`src/design/polynomial_evaluator_unit_assert.svh`:
```
// Assertion helpers for the polynomial evaluator.
// Both sample on clk_i and are off while rst_ni is low.
`ifndef POLYNOMIAL_EVALUATOR_UNIT_ASSERT_SVH
`define POLYNOMIAL_EVALUATOR_UNIT_ASSERT_SVH

`ifndef SYNTH
`define PEVAL_ASSERT_SAME(lbl, ante, cons, msg) \
  lbl: assert property (@(posedge clk_i) disable iff (!rst_ni) (ante) |-> (cons)) \
    else $error(msg);
`define PEVAL_ASSERT_NEXT(lbl, ante, cons, msg) \
  lbl: assert property (@(posedge clk_i) disable iff (!rst_ni) (ante) |=> (cons)) \
    else $error(msg);
`else
`define PEVAL_ASSERT_SAME(lbl, ante, cons, msg)
`define PEVAL_ASSERT_NEXT(lbl, ante, cons, msg)
`endif

`endif

```
`src/design/peval_pkg.sv`:
```
package peval_pkg;

  localparam int DATA_W            = 32;
  localparam int FRAC_W            = 16;
  localparam int TC_W              = 3;
  localparam int IDX_W             = 3;
  localparam int DEFAULT_MAX_TERMS = 7;

  // register indexes on the config port
  localparam logic [IDX_W-1:0] CFG_TERM_COUNT = 3'd7;

  localparam logic [TC_W-1:0] TERM_COUNT_RESET = 3'd1;

  localparam logic signed [DATA_W-1:0] Q_MAX = 32'sh7FFF_FFFF;
  localparam logic signed [DATA_W-1:0] Q_MIN = 32'sh8000_0000;

  typedef enum logic [2:0] {
    ST_IDLE,
    ST_LOAD,
    ST_MUL,
    ST_ADD,
    ST_FINISH
  } peval_state_e;

  // sequencer -> datapath controls
  typedef struct packed {
    logic take;   // latch x, clear acc and flag
    logic load;   // acc <= top coefficient
    logic mul;    // product register <= acc * x
    logic add;    // acc <= sat(sat(prod >>> 16) + coeff)
    logic done;   // result moves to output register
  } peval_ctl_t;

endpackage

```
`src/design/peval_cfg.sv`:
```
module peval_cfg
  import peval_pkg::*;
#(
  parameter int MAX_TERMS = DEFAULT_MAX_TERMS,
  parameter int KW        = 3,
  parameter int NW        = 3
) (
  input  logic                     clk_i,
  input  logic                     rst_ni,
  input  logic                     cfg_we_i,
  input  logic [IDX_W-1:0]         cfg_idx_i,
  input  logic [DATA_W-1:0]        cfg_data_i,
  input  logic [KW-1:0]            k_i,
  output logic signed [DATA_W-1:0] coeff_o,
  output logic [NW-1:0]            n_o
);

  logic signed [DATA_W-1:0] coeff_q [MAX_TERMS];
  logic [TC_W-1:0]          tc_q;
  logic [TC_W-1:0]          tc_clip;

  always_ff @(posedge clk_i or negedge rst_ni) begin
    if (!rst_ni) begin
      for (int i = 0; i < MAX_TERMS; i++) begin
        coeff_q[i] <= '0;
      end
      tc_q <= TERM_COUNT_RESET;
    end else if (cfg_we_i) begin
      if (cfg_idx_i == CFG_TERM_COUNT) begin
        tc_q <= cfg_data_i[TC_W-1:0];
      end else if (cfg_idx_i < IDX_W'(MAX_TERMS)) begin
        coeff_q[cfg_idx_i[KW-1:0]] <= cfg_data_i;
      end
    end
  end

  // counts above the built depth use the full depth
  assign tc_clip = (tc_q > TC_W'(MAX_TERMS)) ? TC_W'(MAX_TERMS) : tc_q;
  assign n_o     = NW'(tc_clip);
  assign coeff_o = coeff_q[k_i];

endmodule

```
`src/design/peval_mac.sv`:
```
module peval_mac
  import peval_pkg::*;
(
  input  logic                     clk_i,
  input  logic                     rst_ni,
  input  peval_ctl_t               ctl_i,
  input  logic signed [DATA_W-1:0] point_i,
  input  logic signed [DATA_W-1:0] coeff_i,
  output logic signed [DATA_W-1:0] acc_o,
  output logic                     ovf_o
);

  localparam int PW = 2 * DATA_W;
  localparam int SW = PW - FRAC_W;

  logic signed [DATA_W-1:0] x_q;
  logic signed [DATA_W-1:0] acc_q, acc_d;
  logic signed [PW-1:0]     prod_q;
  logic                     ovf_q, ovf_d;

  logic [SW-1:0]            shifted;
  logic                     prod_ovf;
  logic signed [DATA_W-1:0] prod_sat;
  logic [DATA_W:0]          sum;
  logic                     sum_ovf;
  logic signed [DATA_W-1:0] sum_sat;

  // floor shift, then clip to 32 bits
  always_comb begin
    shifted  = prod_q[PW-1:FRAC_W];
    prod_ovf = !((&shifted[SW-1:DATA_W-1]) || !(|shifted[SW-1:DATA_W-1]));
    if (prod_ovf) begin
      prod_sat = shifted[SW-1] ? Q_MIN : Q_MAX;
    end else begin
      prod_sat = shifted[DATA_W-1:0];
    end
    sum     = {prod_sat[DATA_W-1], prod_sat} + {coeff_i[DATA_W-1], coeff_i};
    sum_ovf = sum[DATA_W] ^ sum[DATA_W-1];
    if (sum_ovf) begin
      sum_sat = sum[DATA_W] ? Q_MIN : Q_MAX;
    end else begin
      sum_sat = sum[DATA_W-1:0];
    end
  end

  always_comb begin
    acc_d = acc_q;
    ovf_d = ovf_q;
    if (ctl_i.take) begin
      acc_d = '0;
      ovf_d = 1'b0;
    end else if (ctl_i.load) begin
      acc_d = coeff_i;
    end else if (ctl_i.add) begin
      acc_d = sum_sat;
      ovf_d = ovf_q | prod_ovf | sum_ovf;
    end
  end

  always_ff @(posedge clk_i or negedge rst_ni) begin
    if (!rst_ni) begin
      ovf_q <= 1'b0;
    end else begin
      ovf_q <= ovf_d;
    end
  end

  always_ff @(posedge clk_i) begin
    acc_q <= acc_d;
    if (ctl_i.take) begin
      x_q <= point_i;
    end
    if (ctl_i.mul) begin
      prod_q <= PW'(acc_q) * PW'(x_q);
    end
  end

  assign acc_o = acc_q;
  assign ovf_o = ovf_q;

endmodule

```
`src/design/peval_ctrl.sv`:
```
module peval_ctrl
  import peval_pkg::*;
#(
  parameter int KW = 3,
  parameter int NW = 3
) (
  input  logic          clk_i,
  input  logic          rst_ni,
  input  logic          in_valid_i,
  input  logic          out_free_i,
  input  logic [NW-1:0] n_i,
  output logic          in_ready_o,
  output logic [KW-1:0] k_o,
  output peval_ctl_t    ctl_o
);

  peval_state_e state_q, state_d;
  logic [KW-1:0] k_q, k_d;

  always_ff @(posedge clk_i or negedge rst_ni) begin
    if (!rst_ni) begin
      state_q <= ST_IDLE;
      k_q     <= '0;
    end else begin
      state_q <= state_d;
      k_q     <= k_d;
    end
  end

  // next state and term index
  always_comb begin
    state_d = state_q;
    k_d     = k_q;
    unique case (state_q) inside
      ST_IDLE: begin
        if (in_valid_i) begin
          k_d     = KW'(n_i - NW'(1));
          state_d = (n_i == '0) ? ST_FINISH : ST_LOAD;
        end
      end
      ST_LOAD, ST_ADD: begin
        if (k_q == '0) begin
          state_d = ST_FINISH;
        end else begin
          k_d     = k_q - KW'(1);
          state_d = ST_MUL;
        end
      end
      ST_MUL: begin
        state_d = ST_ADD;
      end
      ST_FINISH: begin
        if (out_free_i) begin
          state_d = ST_IDLE;
        end
      end
      default: begin
        state_d = ST_IDLE;
      end
    endcase
  end

  // datapath controls
  always_comb begin
    ctl_o      = '0;
    in_ready_o = 1'b0;
    unique case (state_q)
      ST_IDLE: begin
        in_ready_o = 1'b1;
        ctl_o.take = in_valid_i;
      end
      ST_LOAD:   ctl_o.load = 1'b1;
      ST_MUL:    ctl_o.mul  = 1'b1;
      ST_ADD:    ctl_o.add  = 1'b1;
      ST_FINISH: ctl_o.done = out_free_i;
      default:   ctl_o      = '0;
    endcase
  end

  assign k_o = k_q;

endmodule

```
`src/design/polynomial_evaluator_unit.sv`:
```
// Channel   Dir  Fields (tdata / tuser, low bit first)
// s_axis    in   tdata: point[31:0]
// m_axis    out  tdata: poly_value[31:0]; tuser: overflow
// cfg       in   cfg_idx_i 0..6 coeff_0..6, 7 term_count; cfg_data_i
//
// An item is loaded with its top coefficient and then runs one Horner step per
// further used term on one shared multiplier, each a multiply state and then a
// shift/saturate/add state; n = 0 goes straight to the finish state.
// s_axis_tready is high only while the sequencer is idle; the output
// register lets the next item start while a result waits on m_axis.
// Reset is asynchronous, active low: coefficients 0, term_count 1.
`include "polynomial_evaluator_unit_assert.svh"

module polynomial_evaluator_unit
  import peval_pkg::*;
#(
  parameter int MAX_TERMS = DEFAULT_MAX_TERMS
) (
  input  logic              clk_i,
  input  logic              rst_ni,
  // input stream
  input  logic              s_axis_tvalid,
  output logic              s_axis_tready,
  input  logic [DATA_W-1:0] s_axis_tdata,   // point[31:0]
  // result stream
  output logic              m_axis_tvalid,
  input  logic              m_axis_tready,
  output logic [DATA_W-1:0] m_axis_tdata,   // poly_value[31:0]
  output logic              m_axis_tuser,   // overflow
  // register writes
  input  logic              cfg_we_i,
  input  logic [IDX_W-1:0]  cfg_idx_i,
  input  logic [DATA_W-1:0] cfg_data_i
);

  localparam int KW = (MAX_TERMS > 1) ? $clog2(MAX_TERMS) : 1;
  localparam int NW = $clog2(MAX_TERMS + 1);

  peval_ctl_t               ctl;
  logic [KW-1:0]            k;
  logic [NW-1:0]            n;
  logic signed [DATA_W-1:0] coeff;
  logic signed [DATA_W-1:0] acc;
  logic                     ovf;
  logic                     out_free;

  logic                     out_valid_q;
  logic [DATA_W-1:0]        out_data_q;
  logic                     out_ovf_q;

  peval_cfg #(
    .MAX_TERMS (MAX_TERMS),
    .KW        (KW),
    .NW        (NW)
  ) u_cfg (
    .clk_i      (clk_i),
    .rst_ni     (rst_ni),
    .cfg_we_i   (cfg_we_i),
    .cfg_idx_i  (cfg_idx_i),
    .cfg_data_i (cfg_data_i),
    .k_i        (k),
    .coeff_o    (coeff),
    .n_o        (n)
  );

  peval_ctrl #(
    .KW (KW),
    .NW (NW)
  ) u_ctrl (
    .clk_i      (clk_i),
    .rst_ni     (rst_ni),
    .in_valid_i (s_axis_tvalid),
    .out_free_i (out_free),
    .n_i        (n),
    .in_ready_o (s_axis_tready),
    .k_o        (k),
    .ctl_o      (ctl)
  );

  peval_mac u_mac (
    .clk_i   (clk_i),
    .rst_ni  (rst_ni),
    .ctl_i   (ctl),
    .point_i (s_axis_tdata),
    .coeff_i (coeff),
    .acc_o   (acc),
    .ovf_o   (ovf)
  );

  // output register: free when empty or being drained this cycle
  assign out_free = !out_valid_q || m_axis_tready;

  always_ff @(posedge clk_i or negedge rst_ni) begin
    if (!rst_ni) begin
      out_valid_q <= 1'b0;
    end else if (ctl.done) begin
      out_valid_q <= 1'b1;
    end else if (m_axis_tready) begin
      out_valid_q <= 1'b0;
    end
  end

  always_ff @(posedge clk_i) begin
    if (ctl.done) begin
      out_data_q <= acc;
      out_ovf_q  <= ovf;
    end
  end

  assign m_axis_tvalid = out_valid_q;
  assign m_axis_tdata  = out_data_q;
  assign m_axis_tuser  = out_ovf_q;

  // a finished result never overwrites one still waiting
  `PEVAL_ASSERT_SAME(a_no_overwrite, ctl.done, out_free, "result overwrote pending item")
  // one item at a time: busy right after an accept
  `PEVAL_ASSERT_NEXT(a_busy_after_take, s_axis_tvalid && s_axis_tready, !s_axis_tready,
                     "ready stayed high after accept")
  // a finished item shows up on the result port
  `PEVAL_ASSERT_NEXT(a_done_shows, ctl.done, m_axis_tvalid, "finished item not presented")

endmodule
```
`config.mk`:
```
export PLATFORM = sky130hd
export DESIGN_NAME = polynomial_evaluator_unit
export DESIGN_NICKNAME = d
export VERILOG_FILES = /design/src/design/peval_pkg.sv /design/src/design/peval_cfg.sv /design/src/design/peval_mac.sv /design/src/design/peval_ctrl.sv /design/src/design/polynomial_evaluator_unit.sv
export VERILOG_INCLUDE_DIRS = /design/src /design/src/design
export SDC_FILE = /design/constraint.sdc
export NUM_CORES = 2
export LEC_CHECK = 0
export BUFFER_PORTS_ARGS = -buffer_cell sky130_fd_sc_hd__buf_2
export CORE_MARGIN = 4
export CORE_UTILIZATION = 40
export DETAILED_ROUTE_END_ITERATION = 12
export GPL_TIMING_DRIVEN = 0
export PLACE_DENSITY = 0.57
export SYNTH_ARGS = -nofsm -noshare
export SYNTH_HDL_FRONTEND = slang
export SYNTH_SLANG_ARGS = --single-unit
```
`constraint.sdc`:
```
create_clock -name clk_i -period 7.7 [get_ports clk_i]
set_input_delay 0.77 -clock clk_i [delete_from_list [all_inputs] [get_ports clk_i]]
set_output_delay 0.77 -clock clk_i [all_outputs]
set_load 0.02 [all_outputs]
```
==> results.md <==
* Outcome: finished, violations left
* Failing checks: setup timing
* Mapped Area at 0.05291 mm²
* CTS tree: yes
* Synthesized instance count at 5095
* Relative slew slack at 6.683%
* Max FO, Critical Path at 6
* Area of the core at 0.1315 mm²
* Vias in the first global route at 41.28k
* GRT Util Overall at 28.05%
* Port bufs at 103
* Number of flops mapped to enable cells by yosys at 113
* Area Growth Syn to Fin at 16.46%
* Final setup violation count at 12
* Total number of vias at 38.69k
* Setup crit start kind: flop
* Fin crit period at 7.963 ns
* Row Count at 133
* CTS max path bufs at 3
* FF+latch count, synth at 380
* Synth top area cells: fa_1 41%, dfrtp_1 11%, inv_1 7.0%
* CP Capture Type: flop
* Post-Place Cells at 6961
* First-pass GRT wire length at 280.9 mm
* Final ANT Viol Nets at 0
* Routing usage on met2 at 43.56%
* Final Skew at 0.04819 ns
* Actual slew at the worst max-slew pin at 1.382 ns
* HP Class: in -> reg
* Die area at 0.1382 mm²
* Vias/cell at 5.347
* Die Wd at 371.7 µm
* Share of the synthesized area in the top cell type at 40.94%
* Sink Count at 380
* Critical Path RT at 8.07 ns
* Final hold vios at 0
* Final instance area at 0.06163 mm²
* Post-DP Area at 0.05578 mm²
* DP HPWL at 151.7 mm
* IO Pins at 107
* DRT iter0 DRCs at 3193
* Fin util at 46.88%
* Final non-filler cell total at 7236
* Depth of the CTS H-tree at 2
* Asr flop ratio synth at 61.84%
* Crit Path Class: reg -> reg
* Drt drc at 0
* Number of detailed-routing iterations run before antenna repair at 6
* Tcrit/Tclk final at 103.4%
* Syn_area_per_cell at 10.39 µm²
* Most Crowded Layer GR: met2
* Routed wire length at 189.3 mm
* Initial antenna violation count at 16
* Initial Util at 40.25%
* Clock Latency Late Sink at 0.67 ns
* Max Cap Viol at 0
* Total CTS buffers at 47
* Ys flop type: dfrtp_1
* Final #Nets at 6800
* Setup TNS at -1.575 ns
* Post-synthesis net count at 6462
* Fmax at 125.6 MHz
* Final WS setup at -0.2625 ns
* Die height at 371.7 µm
* Routed wire per std cell at 26.16 µm
* Placer Congestion at 0.9667
* Share of cells above drive strength 1 at 20.14%
* Pins Over Slew Limit at 0
* Crit path DAT at 8.34 ns
* Reg clk slew, reported paths at 0.06 ns
* Largest area contributor in the netlist: fa_1
* Met1 Resource Use GR at 38.37%
* GRT overflow at 0
* Root Buffer: clkbuf_16
* RSZ-0062 raised after global routing: yes
* Netlist cell types at 79
* Sequential area share after synthesis at 18.74%
* Largest net degree at the start of global routing at 107
* Met3 Use GR at 6.565%
* YS warnings at 0
## sequential cells by signal (all words and copies together) (netlist names)
name / cells
u_cfg.coeff_q: 224
u_mac.prod_q: 48
m_axis_tdata: 32
u_mac.acc_o: 32
u_mac.x_q: 32
u_cfg.tc_q: 3
u_ctrl.k_o: 3
u_ctrl.state_q: 3
m_axis_tuser: 1
m_axis_tvalid: 1
u_mac.ovf_o: 1
## synthesized netlist by cell type (43+ instances only)
cell type / instances
and2_1: 514
nand2_1: 552
a21o_1: 49
a21oi_1: 148
fa_1: 1082
dfrtp_1: 234
ha_1: 213
clkbuf_1: 253
xnor2_1: 57
inv_1: 985
o21a_1: 43
nor2_1: 109
edfxtp_1: 113
o21ai_0: 77
mux2_2: 229
## placed cells by master, fill, tap and decap left out, types with 58 or more instances in the layout
cell       netlist  final
o21ai_0         77     66
fa_1          1082   1009
inv_1          985    954
clkbuf_16        0     58
clkbuf_8         0     70
dfrtp_1        234    234
nor2_1         109    105
mux2_2         229    229
ha_1           213    180
buf_4            2    156
edfxtp_1       113    113
clkbuf_1       253     71
and2_1         514    500
a21oi_1        148    135
nand2_1        552    541
fa_2             0     73
buf_2           15    117
## critical path: stages, from the launching register on
cell	delay (ns)
edfxtp_1	0.47
buf_6	0.18
clkbuf_16	0.16
and2_1	0.17
fa_1	0.51
fa_1	0.62
inv_1	0.08
fa_2	0.39
fa_1	0.53
inv_1	0.05
fa_1	0.49
fa_1	0.52
fa_1	0.55
inv_2	0.07
fa_1	0.50
inv_1	0.05
ha_1	0.28
buf_6	0.12
nand3_2	0.08
or3_4	0.36
nor3_4	0.17
a311oi_4	0.13
buf_12	0.16
and4b_4	0.23
or4_4	0.49
a31oi_4	0.19
xor2_1	0.08
## metal layers
metal,part of all wire (%),vias to the layer above,wire (µm)
li1,-,16280,-
met1,41,20410,77790
met2,45,1657,85520
met3,9.4,341,17720
met4,4.4,6,8251
met5,0.020,-,38
## what timing repair did
| action | in CTS | in global routing |
|---|---|---|
| hold buffers | 1 | 0 |
| endpoints found under the setup margin | 48 | 31 |
| pin swaps | 82 | 117 |
| buffers inserted | 125 | 59 |
| gates cloned | 2 | 1 |
| endpoints found under the hold margin | 27 | 0 |
| resized for setup | 684 | 169 |
## area by class of cell
class                      instances  area [µm²]
multi-input combinational       3454       39320
fill                           12420       69840
clock buffer                      60        1275
buffer                           267        2391
timing repair buffer             298        2355
tap                             1755        2196
antenna                            9       22.52
clock inverter                    28       350.3
sequential                       380       10010
inverter                         985        3710
## per-stage QoR
stage / worst slack, ns / hold slack (ns)
final: -0.2625 / 0.2751
after global routing: -0.4123 / 0.2562
after CTS: -0.2303 / 0.2392
after detailed placement: -2.184 / 0.4905
after global placement: -2.221 / 0.4826
after floorplan: 0.04569 / 0.4253
## path summary, 6_finish.rpt
kind                                      end  depth (start not counted)  slack, ns          startpoint
max in group asynchronous   u_cfg.coeff_q[60]                          3       6.31              rst_ni
min reg2reg                u_cfg.coeff_q[109]                          1       0.50  u_cfg.coeff_q[109]
min                             u_mac.x_q[18]                          1       0.28    s_axis_tdata[18]
max                          u_mac.prod_q[62]                         26      -0.26       u_mac.x_q[13]
max reg2reg                  u_mac.prod_q[62]                         26      -0.26       u_mac.x_q[13]
min in group asynchronous   u_cfg.coeff_q[15]                          2       0.56              rst_ni
## cells by family (layout without fill, tap and decap cells)
family | Yosys count | after routing | share of synthesized area, %
adders and majority gates | 1295 | 1295 | 45.97
AOI/OAI and AO/OA | 426 | 426 | 5.103
DFF | 380 | 380 | 18.74
muxes | 296 | 296 | 6.897
buffers and inverters | 1261 | 1638 | 9.009
xor gates and xnor gates | 89 | 89 | 1.473
and+or+nand+nor | 1348 | 1348 | 12.81
other | 0 | 9 | 0
Power is left out: the tool's default activity adds up to more than one toggle a clock period on the data nets, which glitch-free logic cannot reach.
